## config.mk

```make
export PLATFORM = sky130hd
export DESIGN_NAME = avr_cell
export DESIGN_NICKNAME = d
export VERILOG_FILES = /design/src/avr_pkg.sv /design/src/avr_cell.sv
export SDC_FILE = /design/constraint.sdc
export NUM_CORES = 1
export LEC_CHECK = 0
export ABC_AREA = 1
export ABC_CLOCK_PERIOD_IN_PS = 2250
export BUFFER_PORTS_ARGS = -buffer_cell sky130_fd_sc_hd__buf_4
export CAP_MARGIN = 20
export CELL_PAD_IN_SITES_DETAIL_PLACEMENT = 1
export CELL_PAD_IN_SITES_GLOBAL_PLACEMENT = 2
export CORE_ASPECT_RATIO = 0.7
export CORE_UTILIZATION = 31
export DETAILED_ROUTE_END_ITERATION = 12
export GPL_TIMING_DRIVEN = 0
export PLACE_DENSITY_LB_ADDON = 0.1
export REMOVE_ABC_BUFFERS = 1
export SLEW_MARGIN = 15
export SYNTH_ARGS = -nofsm -noshare
export SYNTH_HDL_FRONTEND = slang
export SYNTH_SLANG_ARGS = --single-unit
```

## constraint.sdc

```tcl
create_clock -name clk -period 2.25 [get_ports clk]
set_input_delay 0.1125 -clock clk [delete_from_list [all_inputs] [get_ports clk]]
set_output_delay 0.1125 -clock clk [all_outputs]
set_load 0.03 [all_outputs]
```

## src/avr_pkg.sv

```systemverilog
// shared types, constants and functions of the axis vector rotator
`timescale 1ns / 1ps

package avr_pkg;

  localparam int CORDIC_STEPS_DEF = 16;
  localparam int COORD_BITS_DEF   = 16;
  localparam int GUARD_BITS       = 16;
  localparam int ANGLE_BITS       = 16;
  localparam int ZW               = 32;
  localparam int GAIN_BITS        = 31;
  localparam int ATAN_LEN         = 24;

  localparam longint INV_K_INF       = 64'd652032874;
  localparam longint INV_K_TWO_THIRD = (INV_K_INF * 2) / 3;

  typedef enum logic [1:0] {
    AXIS_X    = 2'd0,
    AXIS_Y    = 2'd1,
    AXIS_Z    = 2'd2,
    AXIS_NONE = 2'd3
  } axis_t;

  typedef struct packed {
    logic  valid;
    logic  bypass;
    axis_t axis;
  } ctrl_t;

  // inverse cordic gain in q1.30 for a given number of steps
  function automatic logic [GAIN_BITS-1:0] inv_gain(input int steps);
    longint g;
    g = INV_K_INF + (INV_K_TWO_THIRD >>> (2 * steps));
    return g[GAIN_BITS-1:0];
  endfunction

  // atan(2^-i) in units of 2^-32 turn
  function automatic logic [ZW-1:0] atan_turn(input int i);
    logic [ZW-1:0] v;
    case (i)
      0:       v = 32'h20000000;
      1:       v = 32'h12E4051E;
      2:       v = 32'h09FB385B;
      3:       v = 32'h051111D4;
      4:       v = 32'h028B0D43;
      5:       v = 32'h0145D7E1;
      6:       v = 32'h00A2F61E;
      7:       v = 32'h00517C55;
      8:       v = 32'h0028BE53;
      9:       v = 32'h00145F2F;
      10:      v = 32'h000A2F98;
      11:      v = 32'h000517CC;
      12:      v = 32'h00028BE6;
      13:      v = 32'h000145F3;
      14:      v = 32'h0000A2FA;
      15:      v = 32'h0000517D;
      16:      v = 32'h000028BE;
      17:      v = 32'h0000145F;
      18:      v = 32'h00000A30;
      19:      v = 32'h00000518;
      20:      v = 32'h0000028C;
      21:      v = 32'h00000146;
      22:      v = 32'h000000A3;
      23:      v = 32'h00000051;
      default: v = '0;
    endcase
    return v;
  endfunction

endpackage

```

## src/avr_cell.sv

```systemverilog
// one cordic micro-rotation cell of the chain
`timescale 1ns / 1ps

module avr_cell #(
  parameter int STEP       = 0,
  parameter int COORD_BITS = 16,
  parameter int WW         = COORD_BITS + 18
) (
  input  logic                          clk,
  input  logic                          rst,
  input  logic                          en,
  input  avr_pkg::ctrl_t                ctrl_in,
  input  logic signed [WW-1:0]          a_in,
  input  logic signed [WW-1:0]          b_in,
  input  logic signed [avr_pkg::ZW-1:0] z_in,
  input  logic signed [COORD_BITS-1:0]  p_in,
  output avr_pkg::ctrl_t                ctrl_out,
  output logic signed [WW-1:0]          a_out,
  output logic signed [WW-1:0]          b_out,
  output logic signed [avr_pkg::ZW-1:0] z_out,
  output logic signed [COORD_BITS-1:0]  p_out
);
  import avr_pkg::*;

  localparam logic signed [ZW-1:0] ATAN = atan_turn(STEP);

  logic signed [WW-1:0] da;
  logic signed [WW-1:0] db;

  assign da = b_in >>> STEP;
  assign db = a_in >>> STEP;

  always_ff @(posedge clk) begin
    if (rst) begin
      ctrl_out.valid <= 1'b0;
    end else if (en) begin
      ctrl_out.valid <= ctrl_in.valid;
    end
    if (en) begin
      ctrl_out.bypass <= ctrl_in.bypass;
      ctrl_out.axis   <= ctrl_in.axis;
      p_out           <= p_in;
      if (ctrl_in.bypass) begin
        a_out <= a_in;
        b_out <= b_in;
        z_out <= z_in;
      end else if (!z_in[ZW-1]) begin
        a_out <= a_in - da;
        b_out <= b_in + db;
        z_out <= z_in - ATAN;
      end else begin
        a_out <= a_in + da;
        b_out <= b_in - db;
        z_out <= z_in + ATAN;
      end
    end
  end

endmodule

```

==> impl_metrics.toml <==
[run_status]
status = "complete, no violations"

[timing]
hold_viol_final = 0
skew_ps = 0
timing.hold.ws_ps = 20.38
setup_viol = 0
maxSlewHeadroom = 0.4316
fin_crit_ps = 2143
rsz0062_at_grt = "yes"
finalCritPeriodShare = 0.9522
worstMarginPinSlew_ps = 852.6
max_freq_ghz = 0.4667
maxSlewViolCount = 0

[detailed_routing]
met3_length_mm = 2.860
highest_layer = "met4"
via_count = 12736
wirelength_mm = 52.72
wl_per_cell_um = 20.78
ant_nets = 0
first_pass_iters = 5
wl_met1_mm = 27.70
met2_length_mm = 21.77
viasPerCell = 5.020
drtIter0Drc = 736
drc = 0

[critical_path]
path_common_cell = "nand2_1"
slowest_stage = "ha_2"
cpPeakStageDelay_ps = 450
endpoint_kind = "flop"
crit_path_max_fanout = 10
crit_arrival_ps = 2350
cp-start-kind = "input pin"
crit_type = "input pin to flop"
cp_cell_sequence = "buf_4 > inv_1 > ha_2 > inv_1 > a21oi_1 > o21ai_1 > nand2_1 > nand2_1 > a21oi_1 > nand3_1 > nand3_1 > nand2_1 > nand2_1 > nand2_1"
crit_required_ps = 2460

[synthesis]
syn_area_mm2 = 0.01193
ys_types = 49
ys_ff_latch = 120
postSynthCellCount = 1753
ys_warn_count = 0
avgSynthCellArea_um2 = 6.806
seq_area_frac_synth = 0.3012

[clock_network]
numCtsBuffers = 17
cts_tree = "yes"
htree_num_levels = 4
clockBufferDepth = 2
clock-root-buffer = "clkbuf_16"
cts_num_sinks = 120
insertion_delay_ps = 450
clkSlewWorstSetupHoldPaths_ps = 70

[flow_run]
max_cap_viol_count = 0

[place]
dp_hpwl_mm = 42.42
numPortBuffers = 242
gp_congestion = 0.9155
placed_area_mm2 = 0.01409

[finish]
syn_to_final_growth_pct = 31.38
layout-drive-gt1-share = 0.1933
diodes = 0
nets = 2262
final_design_area_no_fill_mm2 = 0.01567
fillers = 4733

[power]
p_per_area_mw_per_mm2 = 604.8
peakVddDrop_mv = 0.5000
p_leak_nw = 7.547

[grt]
grt_max_degree = 77
grt_usage = 0.2689
grt_pass1_vias = 12899
grt_pass1_wl_mm = 78.96
globalRouteOverflowTotal = 0
antenna_found_initial = 0

[floorplanning]
placementRows = 59
initial_core_util = 0.3181
die_height_um = 166.1
die_width_um = 236.5
die-area_mm2 = 0.03929
ioPinCount = 243
core_area_mm2 = 0.03750

[hold_path]
hold_path.class = "input pin to flop"
==> cell families after synthesis <==
group,Yosys count,share of synthesized area
AO/OA/AOI/OAI,282,0.1327
XOR/XNOR,31,0.02276
adder cells (fa/ha/maj),103,0.1105
buffers and inverters,310,0.1079
flip-flops,120,0.3012
multiplexers,2,0.001678
AND/OR/NAND/NOR,905,0.3232
==> area by class of cell <==
cell class	instances	area (um^2)	area share
Multi-Input combinational cell	1323	7237	0.4617
Sequential cell	120	3593	0.2293
Inverter	250	954.7	0.06091
Clock buffer	17	425.4	0.02714
Tap cell	488	610.6	0.03896
Timing Repair Buffer	324	2676	0.1708
Clock inverter	15	176.4	0.01126
==> flip-flops by register name, summed over array words and instances (netlist names) <==
signal / count
a_out: 34
b_out: 34
ctrl_out: 4
p_out: 16
z_out: 32
==> repair_timing <==
item,4_1_cts,5_1_grt
resized for setup,10,52
hold buffers,75,0
buffers inserted,0,4
pin swaps,0,1
setup endpoints to repair,30,43
hold endpoints to repair,74,0
==> through the flow <==
step	setup TNS (ps)	total power, W	utilization	setup slack (ps)	instances
after CTS	0	0.009444	0.4125	17.94	2533
after detailed placement	-27170	0.006336	0.3758	-709.4	2426
final	0	0.009479	0.4180	107.5	2537
after floorplan	0	0.004927	-	117.4	1693
after global routing	-75.81	0.009964	0.4180	-39.48	2537
after global placement	-100230	0.006286	0.3735	-1897	2423
==> power by group <==
part / leakage [nW] / internal (W) / total, W / switching (W)
combinational: 6.08 / 0.00125 / 0.00373 / 0.00248
clock: 0.292 / 0.00159 / 0.00295 / 0.00136
sequential: 1.17 / 0.00273 / 0.00280 / 0.0000651
total: 7.55 / 0.00557 / 0.00948 / 0.00391
==> layer usage <==
metal,GRT usage,up-vias
li1,-,6252
met2,0.3898,285
met4,0.04489,0
met5,0,-
met1,0.4161,6177
met3,0.04438,22
==> critical path, delay by kind of cell <==
family / cells / cell delay, ps
AO/OA/AOI/OAI: 3 / 770
buffers and inverters: 3 / 380
AND/OR/NAND/NOR: 7 / 610
adder cells (fa/ha/maj): 1 / 450
==> synthesized netlist by cell type (all sizes together) <==
cell type / number / area (um^2)
clkbuf: 18 / 67.56
or2: 6 / 37.54
o211ai: 17 / 142.6
edfxtp: 119 / 3573
o21a: 1 / 7.510
o22ai: 3 / 18.77
fa: 4 / 80.08
dfxtp: 1 / 20.02
o21ai: 117 / 600.6
a21oi: 112 / 583.1
nand3b: 2 / 18.77
nand2b: 1 / 6.260
ha: 99 / 1239
mux2i: 2 / 20.02
a21o: 2 / 15.01
a22oi: 1 / 7.510
xor2: 28 / 245.2
o221ai: 1 / 8.760
nand4: 15 / 93.84
buf: 42 / 281.5
o21bai: 18 / 135.1
nand3: 153 / 780.8
inv: 250 / 938.4
nor4: 4 / 37.53
a31oi: 9 / 56.30
xnor2: 3 / 26.28
and2: 2 / 12.51
nor3: 20 / 121.4
a21boi: 1 / 7.510
nor2: 142 / 598.1
nand2: 560 / 2150
==> path summary, 6_finish.rpt <==
check	slack, ps	from	to	cells past startpoint
max	110	a_in[18]	a_out[33]$_DFFE_PP_	14
min	20	b_in[21]	b_out[21]$_DFFE_PP_	3
max reg2reg	1100	ctrl_out[3]$_SDFFE_PP0P_	ctrl_out[3]$_SDFFE_PP0P_	3
min reg2reg	1060	ctrl_out[3]$_SDFFE_PP0P_	ctrl_out[3]$_SDFFE_PP0P_	3
==> placed cells by master, fill, tap and decap left out, drive strengths merged, types with 18 or more instances in the layout <==
master / Yosys / routed
buf: 42 / 249
nor2: 142 / 142
xor2: 28 / 28
ha: 99 / 99
nor3: 20 / 20
dlygate4sd3: 0 / 75
o21ai: 117 / 117
nand2: 560 / 560
o21bai: 18 / 18
nand3: 153 / 153
edfxtp: 119 / 119
a21oi: 112 / 112
inv: 250 / 255
No activity file was read; power rests on OpenSTA's default activity.
