File: src/avr_pkg.sv
// shared types, constants and functions of the axis vector rotator
`timescale 1ns / 1ps

package avr_pkg;

  localparam int CORDIC_STEPS_DEF = 16;
  localparam int COORD_BITS_DEF   = 16;
  localparam int GUARD_BITS       = 16;
  localparam int ANGLE_BITS       = 16;
  localparam int ZW               = 32;
  localparam int GAIN_BITS        = 31;
  localparam int ATAN_LEN         = 24;

  localparam longint INV_K_INF       = 64'd652032874;
  localparam longint INV_K_TWO_THIRD = (INV_K_INF * 2) / 3;

  typedef enum logic [1:0] {
    AXIS_X    = 2'd0,
    AXIS_Y    = 2'd1,
    AXIS_Z    = 2'd2,
    AXIS_NONE = 2'd3
  } axis_t;

  typedef struct packed {
    logic  valid;
    logic  bypass;
    axis_t axis;
  } ctrl_t;

  // inverse cordic gain in q1.30 for a given number of steps
  function automatic logic [GAIN_BITS-1:0] inv_gain(input int steps);
    longint g;
    g = INV_K_INF + (INV_K_TWO_THIRD >>> (2 * steps));
    return g[GAIN_BITS-1:0];
  endfunction

  // atan(2^-i) in units of 2^-32 turn
  function automatic logic [ZW-1:0] atan_turn(input int i);
    logic [ZW-1:0] v;
    case (i)
      0:       v = 32'h20000000;
      1:       v = 32'h12E4051E;
      2:       v = 32'h09FB385B;
      3:       v = 32'h051111D4;
      4:       v = 32'h028B0D43;
      5:       v = 32'h0145D7E1;
      6:       v = 32'h00A2F61E;
      7:       v = 32'h00517C55;
      8:       v = 32'h0028BE53;
      9:       v = 32'h00145F2F;
      10:      v = 32'h000A2F98;
      11:      v = 32'h000517CC;
      12:      v = 32'h00028BE6;
      13:      v = 32'h000145F3;
      14:      v = 32'h0000A2FA;
      15:      v = 32'h0000517D;
      16:      v = 32'h000028BE;
      17:      v = 32'h0000145F;
      18:      v = 32'h00000A30;
      19:      v = 32'h00000518;
      20:      v = 32'h0000028C;
      21:      v = 32'h00000146;
      22:      v = 32'h000000A3;
      23:      v = 32'h00000051;
      default: v = '0;
    endcase
    return v;
  endfunction

endpackage

File: src/avr_prescale.sv
// front stage: axis select, quadrant fold and gain pre-scaling
`timescale 1ns / 1ps

module avr_prescale #(
  parameter int CORDIC_STEPS = 16,
  parameter int COORD_BITS   = 16,
  parameter int WW           = COORD_BITS + 18
) (
  input  logic                          clk,
  input  logic                          rst,
  input  logic                          en,
  input  logic                          in_valid,
  input  logic [1:0]                    in_type,
  input  logic [15:0]                   in_angle,
  input  logic signed [COORD_BITS-1:0]  in_x,
  input  logic signed [COORD_BITS-1:0]  in_y,
  input  logic signed [COORD_BITS-1:0]  in_z,
  output avr_pkg::ctrl_t                ctrl,
  output logic signed [WW-1:0]          a,
  output logic signed [WW-1:0]          b,
  output logic signed [avr_pkg::ZW-1:0] z,
  output logic signed [COORD_BITS-1:0]  p
);
  import avr_pkg::*;

  localparam int PW = COORD_BITS + GAIN_BITS + 1;
  localparam logic [GAIN_BITS-1:0] GAIN = inv_gain(CORDIC_STEPS);

  axis_t                        axis;
  logic                         bypass;
  logic                         fold;
  logic [ANGLE_BITS-1:0]        res_angle;
  logic signed [COORD_BITS-1:0] a_sel;
  logic signed [COORD_BITS-1:0] b_sel;
  logic signed [COORD_BITS-1:0] p_sel;
  logic signed [COORD_BITS:0]   a_fold;
  logic signed [COORD_BITS:0]   b_fold;
  logic signed [GAIN_BITS:0]    gain_s;
  logic signed [PW-1:0]         a_prod;
  logic signed [PW-1:0]         b_prod;

  assign axis      = axis_t'(in_type);
  assign bypass    = (axis == AXIS_NONE);
  assign fold      = in_angle[15] ^ in_angle[14];
  assign res_angle = {in_angle[15] ^ fold, in_angle[14:0]};
  assign gain_s    = $signed({1'b0, GAIN});

  always_comb begin
    unique case (axis)
      AXIS_X: begin
        a_sel = in_y;
        b_sel = in_z;
        p_sel = in_x;
      end
      AXIS_Y: begin
        a_sel = in_x;
        b_sel = in_z;
        p_sel = in_y;
      end
      default: begin
        a_sel = in_x;
        b_sel = in_y;
        p_sel = in_z;
      end
    endcase
  end

  always_comb begin
    a_fold = fold ? -{a_sel[COORD_BITS-1], a_sel} : {a_sel[COORD_BITS-1], a_sel};
    b_fold = fold ? -{b_sel[COORD_BITS-1], b_sel} : {b_sel[COORD_BITS-1], b_sel};
    a_prod = PW'(a_fold) * PW'(gain_s);
    b_prod = PW'(b_fold) * PW'(gain_s);
  end

  always_ff @(posedge clk) begin
    if (rst) begin
      ctrl.valid <= 1'b0;
    end else if (en) begin
      ctrl.valid <= in_valid;
    end
    if (en) begin
      ctrl.bypass <= bypass;
      ctrl.axis   <= axis;
      p           <= p_sel;
      z           <= $signed({res_angle, {(ZW - ANGLE_BITS){1'b0}}});
      if (bypass) begin
        a <= WW'(a_sel);
        b <= WW'(b_sel);
      end else begin
        a <= a_prod[PW-1:30-GUARD_BITS];
        b <= b_prod[PW-1:30-GUARD_BITS];
      end
    end
  end

endmodule

File: config.mk
export PLATFORM = sky130hd
export DESIGN_NAME = avr_prescale
export DESIGN_NICKNAME = d
export VERILOG_FILES = /design/src/avr_pkg.sv /design/src/avr_prescale.sv
export SDC_FILE = /design/constraint.sdc
export NUM_CORES = 1
export LEC_CHECK = 0
export ABC_AREA = 1
export BUFFER_PORTS_ARGS = -buffer_cell sky130_fd_sc_hd__clkbuf_2
export CAP_MARGIN = 20
export CORE_ASPECT_RATIO = 0.6
export CORE_MARGIN = 2
export CORE_UTILIZATION = 34
export CTS_BUF_LIST = sky130_fd_sc_hd__clkbuf_4 sky130_fd_sc_hd__clkbuf_8
export DETAILED_ROUTE_END_ITERATION = 8
export GPL_TIMING_DRIVEN = 0
export PLACE_DENSITY = 0.59
export SLEW_MARGIN = 20
export SYNTH_ARGS = -nofsm -noshare
export SYNTH_HDL_FRONTEND = slang
export SYNTH_SLANG_ARGS = --single-unit
File: constraint.sdc
create_clock -name clk -period 9.1 [get_ports clk]
set_input_delay 0.455 -clock clk [delete_from_list [all_inputs] [get_ports clk]]
set_output_delay 0.455 -clock clk [all_outputs]
set_load 0.05 [all_outputs]
==> results by group <==
Floorplanning
  – Die ar.: just over 0.07 sq mm
  – Die height: between 200 and 250 um
  – Initial Util: 34.6%
  – Row Count: 74
  – Core Area: approximately 0.069 sq mm
  – I/O Pins: 190
  – Die W: between 300 and 400 um

CTS
  – Maximum clock path buffer count: 2
  – Resize count post-CTS: 0
  – CTS Root Cell: clkbuf_8
  – Hold Buf Count CTS: 0
  – CTS tree: yes
  – H-tree depth: 3
  – Setup bufs post-CTS: 0
  – Clock transition at the registers of the reported paths: approximately 0.12 ns
  – Clk Latency, worst-skew pair: between 0.5 and 0.6 ns
  – TritonCTS Buffers: 9
  – CTS Sinks: 104

GRT
  – Met2 Track Usage GR: approximately a quarter
  – M3 GR Usage: 20.6%
  – Vias in the first global route: between 15k and 20k
  – Total track usage: about a quarter
  – Initial antenna violation count: 5
  – Global-route wire length before repair: approximately 130 mm
  – Grt peak-use layer: met1
  – Largest net degree at the start of global routing: 54
  – GRT met1 Usage: 41.3%
  – Total grt overflow: 0

Logic synthesis
  – EDFF count, synth: just over 100
  – Area contributors post-synth: fa_1 (32%), ha_1 (17%), edfxtp_1 (13%)
  – Post-synth ARST share: 0%
  – Synth cell types: 58
  – Syn avg cell area: 8.55 sq um
  – Seq/Total Area, Yosys: around an eighth
  – Seq cells post-synth: 104
  – Synth Instances: approximately 2.8k
  – Synth Cell Area: around 0.024 sq mm
  – Synth top area share: around 32%
  – Synth Warn #: 0
  – Area leader, netlist: fa_1
  – Main synth FF type: edfxtp_1

Place
  – Port Buf Inserts: about 170
  – Pre-CTS setup slack: -0.0791 ns
  – Gp weighted congestion: 1.04
  – Placed wire-length estimate: slightly above 80 mm

STA
  – Final Cycle Share: 97.0%
  – Hold_ws: between 0.1 and 0.15 ns
  – Final worst setup slack: ~0.27 ns
  – Fin. Hold Viols: 0
  – Fmax: ~0.11 GHz
  – Clk_skew: 0 ns
  – Final min period: approximately 8.8 ns
  – Slew margin rel.: 14.8%
  – Final setup viols: 0
  – RSZ-0062 raised after global routing: false
  – Tightest Pin Transition: ~1.3 ns
  – Final Max Tran Viols: 0

Cells and area
  – Syn-to-layout area delta: 10.0%
  – Util after Layout: approximately two fifths
  – Share of cells above drive strength 1: approximately a tenth
  – Nets: 3,757

Status
  – Status: finished clean

Routing
  – Post-DRT Antenna Nets: 0
  – Vias: about 20k
  – Final wirelength: about 90 mm
  – Drt wl/cell: 23.5 um
  – TritonRoute pass-1 iters: 5
  – Drt via density: 5.08
  – DRT iter0 DRCs: between 2k and 2.5k
  – Post-route DRC: 0

Hold path
  – Hold Path Class: in2reg

Critical path
  – CP max-delay cell: fa_1
  – Worst-path maximum fanout: 8
  – Max incr delay on CP: ~0.63 ns
  – Critical Path RT: ~9.4 ns
  – Startpoint Class: primary input
  – Critical path capture point type: register
  – Most used cell, CP: nand2_1
  – Data arrival time of the worst path: slightly above 9 ns
  – Worst Path Class, Setup: in2reg

Job
  – Max Cap Violations: 0
==> synthesized netlist by cell type, types with 16 or more instances <==
cell type / count
a21o_1: 21
a21oi_1: 104
a31oi_1: 26
buf_4: 16
edfxtp_1: 103
fa_1: 380
ha_1: 331
inv_1: 748
nand2_1: 426
nand3_1: 88
nor2_1: 165
nor3_1: 22
o21ai_0: 112
o21ai_1: 17
o21bai_1: 16
xnor2_1: 19
xor2_1: 30
==> placed cells by master, fill, tap and decap left out, types with 4 or more instances in the layout <==
cell / count
clkbuf_8: 10
clkbuf_2: 174
ha_1: 331
conb_1: 16
nor4_1: 4
nor3_1: 22
o21a_1: 10
o21ai_1: 19
clkbuf_1: 11
inv_1: 748
a21oi_1: 103
o21bai_1: 16
a31oi_1: 26
nand2_2: 8
a21o_1: 21
nand2_1: 426
fa_1: 379
nand3_1: 88
xnor2_1: 19
buf_6: 5
nor2_1: 165
a21boi_0: 10
o21ai_2: 14
and3_1: 4
buf_4: 16
buf_2: 4
xor2_1: 28
edfxtp_1: 103
o211ai_1: 9
diode_2: 4
nand3_2: 5
o21ai_0: 109
nand4_1: 10
or2_2: 12
==> layer usage <==
metal / wire length [um] / vias to the layer above
met5: 95 / -
li1: - / 8963
met3: 19500 / 40
met1: 44700 / 9553
met2: 27000 / 1240
met4: 518 / 8
==> per-stage QoR <==
stage	cell area [sq um]	TNS, ns	cells
after floorplan	23800	0	2790
after global placement	25800	-23.07	3875
after detailed placement	25800	-0.163	3877
after CTS	26000	0	3893
after global routing	26100	0	3894
final	26100	0	3897
==> worst max-delay path, delay by kind of cell <==
family          cells  cell delay (ns)
compound gates      6             1.87
xor+xnor            1             0.59
fa+ha+maj           8             3.81
buf+inv             5             0.79
simple gates       13             1.53
==> layout make-up <==
type                    count  area (sq um)
plain buffers              42           288
diodes                      4          10.0
inverters                 753          2830
repair buffers            175           913
clock buffers               9           124
fillers                  7142         42400
well taps                 912          1140
multi-input cells        1891         17600
clock inverters             7          81.3
flip-flops and latches    104          3110
==> logic make-up after synthesis <==
kind of cell	share of synthesized area, %
muxes	0.0422
adders and majority gates	49.5
DFF	13.1
xor gates and xnor gates	1.88
buffers and inverters	13.1
other	0.0158
and+or+nand+nor	13.6
AOI/OAI and AO/OA	8.64
==> sequential cells by signal (all words and copies together) (netlist names) <==
signal	cells
a	34
ctrl	4
p	16
b	34
z	16
==> final timing paths <==
kind               startpoint      end  slack (ns)  cells after the start
setup / recovery   in_type[1]    a[25]        0.27                     33
setup reg to reg      ctrl[3]  ctrl[3]        8.51                      2
hold reg to reg       ctrl[3]  ctrl[3]        0.52                      2
hold / removal    in_angle[8]    z[24]        0.11                      1
Power is left out: the tool's default activity adds up to more than one toggle a clock period on the data nets, which glitch-free logic cannot reach.
