==> config.mk <==
export PLATFORM = sky130hd
export DESIGN_NAME = avr_post
export DESIGN_NICKNAME = d
export VERILOG_FILES = /design/src/avr_pkg.sv /design/src/avr_post.sv
export SDC_FILE = /design/constraint.sdc
export NUM_CORES = 1
export LEC_CHECK = 0
export BUFFER_PORTS_ARGS = -buffer_cell sky130_fd_sc_hd__buf_2
export CAP_MARGIN = 0
export CORE_ASPECT_RATIO = 0.7
export CORE_MARGIN = 2
export CORE_UTILIZATION = 55
export DETAILED_ROUTE_END_ITERATION = 16
export GPL_ROUTABILITY_DRIVEN = 1
export GPL_TIMING_DRIVEN = 0
export PLACE_DENSITY = 0.81
export SYNTH_ARGS = -nofsm -noshare
export SYNTH_HDL_FRONTEND = slang
export SYNTH_SLANG_ARGS = --single-unit
==> constraint.sdc <==
create_clock -name clk -period 15.6 [get_ports clk]
set_input_delay 3.12 -clock clk [delete_from_list [all_inputs] [get_ports clk]]
set_output_delay 3.12 -clock clk [all_outputs]
set_load 0.01 [all_outputs]
==> src/avr_pkg.sv <==
// shared types, constants and functions of the axis vector rotator
`timescale 1ns / 1ps

package avr_pkg;

  localparam int CORDIC_STEPS_DEF = 16;
  localparam int COORD_BITS_DEF   = 16;
  localparam int GUARD_BITS       = 16;
  localparam int ANGLE_BITS       = 16;
  localparam int ZW               = 32;
  localparam int GAIN_BITS        = 31;
  localparam int ATAN_LEN         = 24;

  localparam longint INV_K_INF       = 64'd652032874;
  localparam longint INV_K_TWO_THIRD = (INV_K_INF * 2) / 3;

  typedef enum logic [1:0] {
    AXIS_X    = 2'd0,
    AXIS_Y    = 2'd1,
    AXIS_Z    = 2'd2,
    AXIS_NONE = 2'd3
  } axis_t;

  typedef struct packed {
    logic  valid;
    logic  bypass;
    axis_t axis;
  } ctrl_t;

  // inverse cordic gain in q1.30 for a given number of steps
  function automatic logic [GAIN_BITS-1:0] inv_gain(input int steps);
    longint g;
    g = INV_K_INF + (INV_K_TWO_THIRD >>> (2 * steps));
    return g[GAIN_BITS-1:0];
  endfunction

  // atan(2^-i) in units of 2^-32 turn
  function automatic logic [ZW-1:0] atan_turn(input int i);
    logic [ZW-1:0] v;
    case (i)
      0:       v = 32'h20000000;
      1:       v = 32'h12E4051E;
      2:       v = 32'h09FB385B;
      3:       v = 32'h051111D4;
      4:       v = 32'h028B0D43;
      5:       v = 32'h0145D7E1;
      6:       v = 32'h00A2F61E;
      7:       v = 32'h00517C55;
      8:       v = 32'h0028BE53;
      9:       v = 32'h00145F2F;
      10:      v = 32'h000A2F98;
      11:      v = 32'h000517CC;
      12:      v = 32'h00028BE6;
      13:      v = 32'h000145F3;
      14:      v = 32'h0000A2FA;
      15:      v = 32'h0000517D;
      16:      v = 32'h000028BE;
      17:      v = 32'h0000145F;
      18:      v = 32'h00000A30;
      19:      v = 32'h00000518;
      20:      v = 32'h0000028C;
      21:      v = 32'h00000146;
      22:      v = 32'h000000A3;
      23:      v = 32'h00000051;
      default: v = '0;
    endcase
    return v;
  endfunction

endpackage

==> src/avr_post.sv <==
// back stage: rounding, vector reassembly, output register and skid buffer
`timescale 1ns / 1ps

module avr_post #(
  parameter int COORD_BITS = 16,
  parameter int WW         = COORD_BITS + 18
) (
  input  logic                         clk,
  input  logic                         rst,
  input  avr_pkg::ctrl_t               ctrl,
  input  logic signed [WW-1:0]         a,
  input  logic signed [WW-1:0]         b,
  input  logic signed [COORD_BITS-1:0] p,
  output logic                         take,
  output logic                         out_valid,
  input  logic                         out_ready,
  output logic signed [COORD_BITS:0]   out_x,
  output logic signed [COORD_BITS:0]   out_y,
  output logic signed [COORD_BITS:0]   out_z
);
  import avr_pkg::*;

  localparam logic signed [WW-1:0] HALF = WW'(1) <<< (GUARD_BITS - 1);

  logic signed [WW-1:0]       a_sum;
  logic signed [WW-1:0]       b_sum;
  logic signed [COORD_BITS:0] ra;
  logic signed [COORD_BITS:0] rb;
  logic signed [COORD_BITS:0] pe;
  logic signed [COORD_BITS:0] vx;
  logic signed [COORD_BITS:0] vy;
  logic signed [COORD_BITS:0] vz;
  logic                       skid_valid;
  logic signed [COORD_BITS:0] skid_x;
  logic signed [COORD_BITS:0] skid_y;
  logic signed [COORD_BITS:0] skid_z;
  logic                       beat_in;

  assign a_sum = a + HALF;
  assign b_sum = b + HALF;
  assign ra    = ctrl.bypass ? a[COORD_BITS:0] : a_sum[COORD_BITS+GUARD_BITS:GUARD_BITS];
  assign rb    = ctrl.bypass ? b[COORD_BITS:0] : b_sum[COORD_BITS+GUARD_BITS:GUARD_BITS];
  assign pe    = (COORD_BITS + 1)'(p);

  always_comb begin
    unique case (ctrl.axis)
      AXIS_X: begin
        vx = pe;
        vy = ra;
        vz = rb;
      end
      AXIS_Y: begin
        vx = ra;
        vy = pe;
        vz = rb;
      end
      default: begin
        vx = ra;
        vy = rb;
        vz = pe;
      end
    endcase
  end

  assign take    = !skid_valid;
  assign beat_in = ctrl.valid && !skid_valid;

  always_ff @(posedge clk) begin
    if (rst) begin
      out_valid  <= 1'b0;
      skid_valid <= 1'b0;
    end else if (out_valid && !out_ready) begin
      if (beat_in) begin
        skid_valid <= 1'b1;
      end
    end else if (skid_valid) begin
      out_valid  <= 1'b1;
      skid_valid <= 1'b0;
    end else begin
      out_valid <= beat_in;
    end
  end

  always_ff @(posedge clk) begin
    if (out_valid && !out_ready) begin
      if (beat_in) begin
        skid_x <= vx;
        skid_y <= vy;
        skid_z <= vz;
      end
    end else if (skid_valid) begin
      out_x <= skid_x;
      out_y <= skid_y;
      out_z <= skid_z;
    end else begin
      out_x <= vx;
      out_y <= vy;
      out_z <= vz;
    end
  end

endmodule

==> results of run 1 <==
-- per-layer routing --
| layer | global-route usage [%] | up-vias |
|---|---|---|
| li1 | - | 2501 |
| met1 | 48.91 | 2680 |
| met5 | 0 | - |
| met3 | 11.55 | 65 |
| met4 | 11.38 | 0 |
| met2 | 46.68 | 485 |
-- power groups by stage --
stage | combinational [W] | sequential [W] | clock, W
4_1_cts | 0.000132 | 0.000338 | 0.000221
5_1_grt | 0.000145 | 0.000339 | 0.000230
2_1_floorplan | 0.0000626 | 0.000354 | 0
3_5_place_dp | 0.000131 | 0.000344 | 0
3_3_place_gp | 0.000126 | 0.000344 | 0
6_report | 0.000136 | 0.000338 | 0.000219
-- flip-flops by register name (all words and copies together), names as in the netlist --
register / count
out_valid: 1
out_x: 17
out_y: 17
out_z: 17
skid_valid: 1
skid_x: 17
skid_y: 17
skid_z: 17
-- final timing paths --
check,to,slack (ns),cells past startpoint
worst min register to register,out_x[12],0.53,2
worst min-delay path,out_x[12],0.53,2
worst max-delay path,out_y[14],10.30,7
worst max register to register,skid_z[1],13.02,5
-- metrics by stage --
stage	setup WS [ns]	cells	utilization, %	hold WS [ns]	total power, W
finish	10.30	874	67.33	0.5296	0.0006920
detailed placement	10.12	858	64.75	0.5158	0.0004744
global route	10.25	874	67.33	0.5440	0.0007147
floorplan	6.821	562	-	0.4946	0.0004165
global placement	4.190	853	64.05	0.4993	0.0004705
CTS	10.37	874	67.33	0.5336	0.0006903
-- tightest hold or removal path, delay by kind of cell (launching register included) --
kind,cells,cell delay (ns)
simple gates,2,0.11
flops,1,0.32
-- Yosys cell counts (all sizes together) (12+ instances only) --
cell type	count	share of area (%)
a21oi	25	2.1
buf	16	1.3
clkbuf	20	1.2
edfxtp	102	50
mux2	35	6.5
mux2i	19	3.1
nand2	63	3.9
nand2b	13	1.3
nand3	21	1.9
nand4	12	1.7
nor2	38	2.3
nor3	13	1.1
o21ai	26	2.2
-- logic make-up after synthesis --
logic type	share of synthesized area, %
simple gates	18.38
compound gates	16.41
flops	50.92
mux	9.651
buf+inv	3.080
xor+xnor	1.150
fa+ha+maj	0.4106
-- layout make-up --
cell class | instances | area, um^2 | share of cell area, %
sequential | 104 | 3103 | 42.32
multi-input combinational | 413 | 2810 | 38.33
timing repair buffer | 143 | 759.5 | 10.36
clock buffer | 9 | 225.2 | 3.072
tap | 153 | 191.4 | 2.611
buffer | 36 | 153.9 | 2.099
clock inverter | 7 | 55.05 | 0.7509
inverter | 9 | 33.78 | 0.4608
==> impl_metrics.csv, run 1 <==
group,metric,value,unit
placed_design,gp_congestion,0.9593,
clock_tree,holdBufCountCts,0,
setup_path,critical_path.endpoint_type,"flip-flop",
clock_tree,cts_tree,"yes",
placed_design,io_buffers,138,
logic_synthesis,synth_cells,562,
final_layout,antennaDiodeCount,0,
detailed_routing,drtIter0Drc,907,
detailed_routing,vias,5731,
setup_path,crit_start,"ctrl[2]",
timing,worst_pin_slew,0.7952,ns
setup_path,critPathArrivalTime,5.39,ns
floorplan,io_pins,144,
detailed_routing,drcViolationCount,0,
global_routing,grt_pass1_vias,5412,
timing,finalCritPeriodShare,34.01,%
detailed_routing,wl,19.66,mm
run,maxCapViolCount,0,
setup_path,cp-start-kind,"input pin",
placed_design,dpl_cell_area,7052,um^2
global_routing,grt_max_degree,31,
final_layout,final_layout_size_suffix_gt1_share,32.18,%
floorplan,initial_core_util,55.95,%
logic_synthesis,synthFlopType,"edfxtp_1",
clock_tree,cts.repair.resized,0,
setup_path,criticalPathCategory,"input pin to flip-flop",
setup_path,crit_fanout,10,
final_layout,syn2layout_area_growth,20.33,%
logic_synthesis,ys_seq_elements,104,
pwr,leakagePower,2.813,nW
logic_synthesis,syn_nets,655,
setup_path,required,15.68,ns
pwr,seq_power_share,48.8,%
clock_tree,clock_sinks,104,
detailed_routing,routed.top_layer,"met4",
timing,finClkSkew,0.008514,ns
logic_synthesis,synth_edf_count,102,
timing,hold_viol_final,0,
pwr,combPwrFrac,19.6,%
floorplan,rows,32,
setup_path,rr_startpoint,"skid_valid",
clock_tree,cts_buffers,9,
timing,finalCriticalPeriod,5.305,ns
final_layout,fillCellCount,871,
placed_design,hpwl,14.73,mm
setup_path,max_stage_delay,0.57,ns
final_layout,design_area,7332,um^2
global_routing,antenna_found_initial,0,
logic_synthesis,seq_area_frac_synth,50.92,%
final_layout,finalNetCount,809,
pwr,power.share.switching,28.45,%
global_routing,grt_usage,33.61,%
timing,fin_tns_setup,0,ns
detailed_routing,wl_per_cell,22.50,um
global_routing,grt_pass1_wl,29.86,mm
logic_synthesis,synth_area,6093,um^2
setup_path,cp.buffers_inverters,4,
pwr,p_per_area,94.38,nW/um^2
timing,grt_setup_unrepaired,"false",
setup_path,slowest_stage,"a211oi_1",
pwr,peakVddDrop,0.05619,mV
global_routing,gr-total-overflow,0,
timing,setup_viol,0,
clock_tree,clockBufferDepth,2,
detailed_routing,vias_per_cell,6.557,
timing,fmax,188.5,MHz
pwr,p_sw,0.0001969,W
clock_tree,cts_root_buf,"clkbuf_16",
setup_path,path_cells,"buf_2, buf_2, clkbuf_1, clkbuf_1, nor3_1, a211oi_1, o211ai_1",
pwr,clkPwrFrac,31.6,%
detailed_routing,route.antenna.remaining_nets,0,
detailed_routing,dr_wl_met2,8.004,mm
final_layout,final_cell_mix,"150 x buf_2, 102 x edfxtp_1, 63 x nand2_1, 38 x nor2_1, 34 x mux2_2",
logic_synthesis,synth_cell_types,69,
detailed_routing,dr.pass1.iters,7,
clock_tree,cts.reportedPaths.clkPinSlew,0.07,ns
min_path,hold_path_class,"flip-flop to flip-flop",
min_path,hold_start,"skid_x[12]",
detailed_routing,wl_met3,2.777,mm
clock_tree,post-cts-setup-buffer-count,0,
floorplan,dieWidth,129.8,um
floorplan,dieArea,11950,um^2
clock_tree,worstSkewPairLatency,0.36,ns
clock_tree,htree_levels,3,
logic_synthesis,async_reset_ff_share,0,%
timing,slew_headroom,46.50,%
detailed_routing,wl_met1,8.304,mm
pwr,p_int,0.0004952,W
outcome,status,"complete, no violations",
floorplan,die_h,92.07,um
timing,drv_slew,0,
setup_path,critPathTopFamily,"buffers and inverters",
logic_synthesis,avgSynthCellArea,10.84,um^2
logic_synthesis,ys_warn_count,0,
final_layout,layout_commonest_cell,"buf_2",
floorplan,core-area,10890,um^2
(Power assumes the default switching activity.)
==> inputs of run 2 (changes only) <==
--- a/config.mk
+++ b/config.mk
@@ -5,11 +5,12 @@
 export SDC_FILE = /design/constraint.sdc
 export NUM_CORES = 1
 export LEC_CHECK = 0
+export ABC_AREA = 1
 export BUFFER_PORTS_ARGS = -buffer_cell sky130_fd_sc_hd__buf_2
 export CAP_MARGIN = 0
 export CORE_ASPECT_RATIO = 0.7
 export CORE_MARGIN = 2
-export CORE_UTILIZATION = 55
+export CORE_UTILIZATION = 54
 export DETAILED_ROUTE_END_ITERATION = 16
 export GPL_ROUTABILITY_DRIVEN = 1
 export GPL_TIMING_DRIVEN = 0
==> constraint.sdc (replaced) <==
create_clock -name clk -period 5.2 [get_ports clk]
set_input_delay 1.04 -clock clk [delete_from_list [all_inputs] [get_ports clk]]
set_output_delay 1.04 -clock clk [all_outputs]
set_load 0.01 [all_outputs]
==> run 2 against run 1 <==
  * Flip-flop and latch count is the same
  * Synthesized cell count rose by 24%
  * Synthesized area down 4.1%
  * Cell count is 13% higher
  * Die area shrank 2.2%
  * Core utilization is 0.64 points higher
  * Routed wire length shrank 12%
==> impl_metrics.csv, run 2 <==
group,metric,value,unit
outcome,status,"complete, no violations",
setup_path,crit_fanout,29,
clock_tree,cts.repair.resized,0,
floorplan,io_pins,144,
pwr,power,0.002100,W
pwr,p_per_area,296.2,nW/um^2
clock_tree,post-cts-setup-buffer-count,0,
setup_path,max_stage_delay,0.64,ns
detailed_routing,vias,5493,
clock_tree,cts.reportedPaths.clkPinSlew,0.07,ns
final_layout,final_util,67.97,%
global_routing,antenna_found_initial,0,
setup_path,required,5.25,ns
floorplan,initial_core_util,56.03,%
logic_synthesis,seq_area_frac_synth,53.08,%
floorplan,rows,31,
clock_tree,clockBufferDepth,2,
detailed_routing,wl_per_cell,17.54,um
timing,hold-worst-slack,0.5202,ns
global_routing,grt_pass1_vias,5277,
clock_tree,holdBufCountCts,0,
logic_synthesis,synthTopCellsByArea,"edfxtp_1 52%, nand2_1 18%, nand3_1 4.9%",
global_routing,grt_usage,30.68,%
logic_synthesis,avgSynthCellArea,8.387,um^2
global_routing,grt_pass1_wl,27.39,mm
global_routing,grt_max_degree,30,
logic_synthesis,synth_most_common_cell,"nand2_1",
setup_path,slowest_stage,"nor2_4",
timing,setup_slack,2.382,ns
setup_path,crit_start,"out_ready",
min_path,hold_path_class,"flip-flop to flip-flop",
timing,hold_viol_final,0,
setup_path,path_cells,"buf_2, inv_1, nand2_2, buf_16, nor2_4, buf_12",
clock_tree,worstSkewPairLatency,0.35,ns
clock_tree,cts_buffers,9,
detailed_routing,drtIter0Drc,637,
timing,finalCritPeriodShare,54.19,%
logic_synthesis,synth_area,5846,um^2
logic_synthesis,async_reset_ff_share,0,%
placed_design,dp_slack,2.000,ns
detailed_routing,dr.pass1.iters,5,
timing,grt_setup_unrepaired,"false",
placed_design,io_buffers,141,
placed_design,gp_congestion,0.9455,
setup_path,rr_startpoint,"out_valid",
floorplan,dieArea,11690,um^2
final_layout,syn2layout_area_growth,21.32,%
final_layout,final_cell_mix,"283 x nand2_1, 153 x buf_2, 102 x edfxtp_1, 57 x nand3_1",
setup_path,critPathArrivalTime,2.87,ns
logic_synthesis,ys_warn_count,0,
clock_tree,htree_levels,3,
timing,fmax,354.9,MHz
floorplan,die_h,91.05,um
logic_synthesis,synth_cell_types,37,
detailed_routing,drcViolationCount,0,
clock_tree,cts_root_buf,"clkbuf_16",
final_layout,final_layout_size_suffix_gt1_share,25.93,%
final_layout,antennaDiodeCount,0,
logic_synthesis,synth_cells,697,
floorplan,dieWidth,128.4,um
final_layout,layout_commonest_cell,"nand2_1",
logic_synthesis,synth_edf_count,102,
min_path,hold_start,"skid_y[11]",
pwr,leakagePower,3.280,nW
timing,setup_viol,0,
setup_path,critical_path.endpoint_type,"flip-flop",
logic_synthesis,synthFlopType,"edfxtp_1",
floorplan,core-area,10430,um^2
final_layout,finalNetCount,944,
logic_synthesis,ys_seq_elements,104,
logic_synthesis,synth_top_area_cell,"edfxtp_1",
clock_tree,clock_sinks,104,
logic_synthesis,synth.top_cell.area_share,52.40,%
global_routing,gr-total-overflow,0,
setup_path,cp-start-kind,"input pin",
logic_synthesis,synth_common_cells,"284 x nand2_1, 102 x edfxtp_1, 57 x nand3_1, 47 x nor2_1, 46 x inv_1",
setup_path,cp.buffers_inverters,4,
detailed_routing,vias_per_cell,5.560,
timing,drv_slew,0,
setup_path,critPathTopFamily,"simple AND/OR/NAND/NOR gates",
timing,worst_pin_slew,0.7791,ns
timing,finalCriticalPeriod,2.818,ns
setup_path,criticalPathCategory,"input pin to flip-flop",
detailed_routing,wl,17.33,mm
timing,finClkSkew,0.005224,ns
logic_synthesis,syn_nets,790,
timing,slew_headroom,47.94,%
placed_design,hpwl,13.49,mm
pwr,peakVddDrop,0.2185,mV
run,maxCapViolCount,0,
detailed_routing,route.antenna.remaining_nets,0,
clock_tree,cts_tree,"yes",
==> run 2: per-layer routing <==
layer  global-route usage (%)  part of all wire (%)  routed length, um  vias to the layer above
met3                    6.423                    10               1739                       36
met5                        0                     0                  0                        -
li1                         -                     -                  -                     2615
met2                    46.72                    43               7533                      346
met4                    7.692                   2.2                389                        0
met1                    44.95                    44               7665                     2496
==> run 2: worst register-to-register path, cell delays in order (launching register included) <==
cell and delay, ns:
dfxtp_1 0.34, nand2_2 0.41, buf_16 0.36, nor2_4 0.64, buf_12 0.28
==> run 2: final timing paths <==
path	to	slack, ns	depth (start not counted)
setup / recovery	skid_x[1]	2.38	6
setup reg to reg	skid_x[1]	2.87	4
hold / removal	out_y[11]	0.52	2
hold reg to reg	out_y[11]	0.52	2
==> run 2: through the flow <==
stage	cell area, um^2	cells	setup TNS [ns]
finish	7092	988	0
global route	7092	988	0
CTS	7092	988	0
detailed placement	6774	972	0
global placement	6716	970	-61.73
floorplan	5846	697	0
==> run 2: cell type report <==
| class | instances | area [um^2] |
|---|---|---|
| Timing Repair Buffer | 143 | 753.2 |
| Clock buffer | 9 | 225.2 |
| Fill cell | 822 | 3342 |
| Clock inverter | 7 | 92.59 |
| Inverter | 48 | 180.2 |
| Buffer | 29 | 171.4 |
| Tap cell | 132 | 165.2 |
| Sequential cell | 104 | 3103 |
| Multi-Input combinational cell | 516 | 2401 |
==> run 2: power breakdown <==
group	switching [W]	leakage [nW]	total, W	internal, W
combinational	0.000240	2.10	0.000367	0.000127
clock	0.000333	0.156	0.000723	0.000390
sequential	0.0000130	1.02	0.00101	0.000997
==> run 2: kinds of logic (layout without fill, tap and decap cells) <==
kind of cell | Yosys count | in the layout | share of synthesized area [%]
compound gates | 65 | 65 | 6.657
flops | 104 | 104 | 53.08
buf+inv | 77 | 236 | 6.015
fa+ha+maj | 2 | 2 | 0.4280
xor+xnor | 9 | 9 | 1.348
mux | 1 | 1 | 0.1712
simple gates | 439 | 439 | 32.30
==> inputs of run 3 (changes only) <==
--- a/config.mk
+++ b/config.mk
@@ -10,11 +10,11 @@
 export CAP_MARGIN = 0
 export CORE_ASPECT_RATIO = 0.7
 export CORE_MARGIN = 2
-export CORE_UTILIZATION = 54
+export CORE_UTILIZATION = 49
 export DETAILED_ROUTE_END_ITERATION = 16
 export GPL_ROUTABILITY_DRIVEN = 1
 export GPL_TIMING_DRIVEN = 0
-export PLACE_DENSITY = 0.81
+export PLACE_DENSITY = 0.77
 export SYNTH_ARGS = -nofsm -noshare
 export SYNTH_HDL_FRONTEND = slang
 export SYNTH_SLANG_ARGS = --single-unit
==> constraint.sdc (replaced) <==
create_clock -name clk -period 2.55 [get_ports clk]
set_input_delay 0.51 -clock clk [delete_from_list [all_inputs] [get_ports clk]]
set_output_delay 0.51 -clock clk [all_outputs]
set_load 0.01 [all_outputs]
==> run 3 against run 2 <==
  * Critical path depth decreased by 4
  * Worst hold slack got worse by 0.18 ns
  * Sequential share of layout area unchanged
  * Cell count increased by 2.7%
  * Combinational power increased by 100%
  * Count of clock-buffer cells in the layout increased by 1
  * Flip-flop and latch count unchanged
  * Critical path type is now flip-flop to flip-flop
  * Register-to-register slack got worse by 2.7 ns
  * Sequential power increased by 100%
  * Clock skew increased by 0.0048 ns
==> impl_metrics.csv, run 3 (same netlist as run 2, synthesis figures left out) <==
group,metric,value,unit
clock_tree,worstSkewPairLatency,0.35,ns
pwr,p_per_area,593.5,nW/um^2
setup_path,crit_end,"skid_z[1]",
setup_path,reg2reg_to,"skid_z[1]",
timing,fmax,426.8,MHz
global_routing,grt_pass1_wl,25.84,mm
floorplan,rows,33,
pwr,p_sw,0.001142,W
timing,setup_viol,0,
run,maxCapViolCount,0,
detailed_routing,vias,5359,
pwr,leakagePower,3.260,nW
floorplan,initial_core_util,50.03,%
placed_design,dpl_cell_area,6758,um^2
final_layout,final_util,60.69,%
final_layout,fillCellCount,1030,
floorplan,core-area,11690,um^2
final_layout,finalNetCount,946,
final_layout,final_cell_count_no_fill,1015,
setup_path,ff2ff_path_depth,2,
setup_path,critPathArrivalTime,2.34,ns
setup_path,cp-start-kind,"flip-flop",
timing,slew_headroom,7.869,%
timing,finalCriticalPeriod,2.343,ns
outcome,status,"complete, no violations",
timing,hold_viol_final,0,
clock_tree,cts_tree,"yes",
final_layout,syn2layout_area_growth,21.32,%
detailed_routing,route.antenna.remaining_nets,0,
timing,finClkSkew,0.01002,ns
detailed_routing,wl,16.85,mm
detailed_routing,dr.pass1.iters,5,
global_routing,grt_pass1_vias,4882,
detailed_routing,wl_per_cell,16.60,um
timing,hold-worst-slack,0.3367,ns
setup_path,crit_fanout,57,
global_routing,grt_max_degree,56,
global_routing,gr-total-overflow,0,
timing,worst_pin_slew,1.377,ns
pwr,peakVddDrop,0.3306,mV
detailed_routing,vias_per_cell,5.280,
placed_design,hpwl,13.12,mm
timing,finalCritPeriodShare,91.87,%
setup_path,critical_path.endpoint_type,"flip-flop",
setup_path,rr_startpoint,"out_valid",
timing,drv_slew,0,
placed_design,gp_congestion,0.9563,
placed_design,io_buffers,141,
clock_tree,htree_levels,3,
floorplan,dieArea,12830,um^2
floorplan,die_h,95.39,um
clock_tree,cts.reportedPaths.clkPinSlew,0.07,ns
clock_tree,clock_sinks,104,
setup_path,required,2.54,ns
clock_tree,holdBufCountCts,0,
floorplan,io_pins,144,
global_routing,grt_usage,27.11,%
final_layout,multi_input_area,2425,um^2
final_layout,design_area,7092,um^2
pwr,power,0.004209,W
detailed_routing,drtIter0Drc,488,
final_layout,final_layout_size_suffix_gt1_share,25.99,%
detailed_routing,drcViolationCount,0,
min_path,hold_path_class,"input pin to flip-flop",
pwr,seq_power_share,49.0,%
pwr,combPwrFrac,17.6,%
placed_design,placedCellCount,995,
global_routing,antenna_found_initial,0,
pwr,power.share.switching,27.13,%
floorplan,dieWidth,134.5,um
setup_path,ff2ff_setup_slack,0.21,ns
pwr,clkPwrFrac,33.4,%
clock_tree,cts_buffers,9,
pwr,p_int,0.003067,W
final_layout,regArea,3103,um^2
clock_tree,cts_root_buf,"clkbuf_16",
setup_path,criticalPathCategory,"flip-flop to flip-flop",
final_layout,layout_commonest_cell,"nand2_1",
clock_tree,clockBufferDepth,2,
final_layout,final_cell_mix,"283 x nand2_1, 153 x buf_2, 102 x edfxtp_1, 57 x nand3_1",
timing,grt_setup_unrepaired,"false",
setup_path,crit_start,"out_valid",
final_layout,antennaDiodeCount,0,
run 3: cell count changes in the layout (fill, tap and decap cells not counted), sizes merged:
cell      before  now
buf          157  156
clkbuf        23   24
clkinvlp       0    1
inv           53   51
nor2          56   59
run 3: worst max-delay path, cell delays in order (launching register included):
cell,delay [ns]
dfxtp_1,0.35
nand2_2,0.77
nor2_2,0.86
run 3: power groups by stage:
stage               Combinational, W  Sequential, W  Clock (W)
finish                      0.000740        0.00206    0.00141
global route                0.000811        0.00207    0.00148
CTS                         0.000725        0.00207    0.00142
detailed placement          0.000719        0.00210          0
global placement            0.000707        0.00210          0
floorplan                   0.000331        0.00216          0
run 3: per-stage QoR:
stage               setup TNS [ns]  worst slack (ns)
floorplan                        0           0.06299
global placement            -32.25           -0.6347
detailed placement          -34.26           -0.6741
CTS                              0           0.05835
global route                     0           0.02374
finish                           0            0.2072
run 3: repair_timing:
item                                    CTS  global route
endpoints found under the setup margin   51            36
buffers inserted                          0             1
resized for setup                         1             0
pin swaps                                 1             3
cloned                                    1             2
run 3: area by class of cell:
cell class	instances	share of cell area (%)
Multi-Input combinational cell	519	34.19
Sequential cell	104	43.75
Tap cell	157	2.770
Buffer	29	2.417
Clock inverter	6	1.041
Timing Repair Buffer	142	10.06
Clock buffer	10	3.229
Inverter	48	2.541
run 3: worst min-delay path by stage:
stage / cells past startpoint / start / endpoint
floorplan: 2 / skid_y[12] / out_y[12]
global placement: 2 / skid_y[5] / out_y[5]
detailed placement: 2 / skid_z[10] / out_z[10]
CTS: 2 / rst / out_valid
global route: 2 / rst / out_valid
finish: 2 / rst / out_valid
run 3: metal layers:
| layer | share of wire (%) | vias up | wire (um) | GRT usage [%] |
|---|---|---|---|---|
| li1 | - | 2624 | - | - |
| met1 | 45 | 2397 | 7569 | 39.49 |
| met2 | 42 | 308 | 7063 | 40.43 |
| met3 | 11 | 30 | 1916 | 6.539 |
| met4 | 1.8 | 0 | 300 | 7.895 |
| met5 | 0 | - | 0 | 0 |
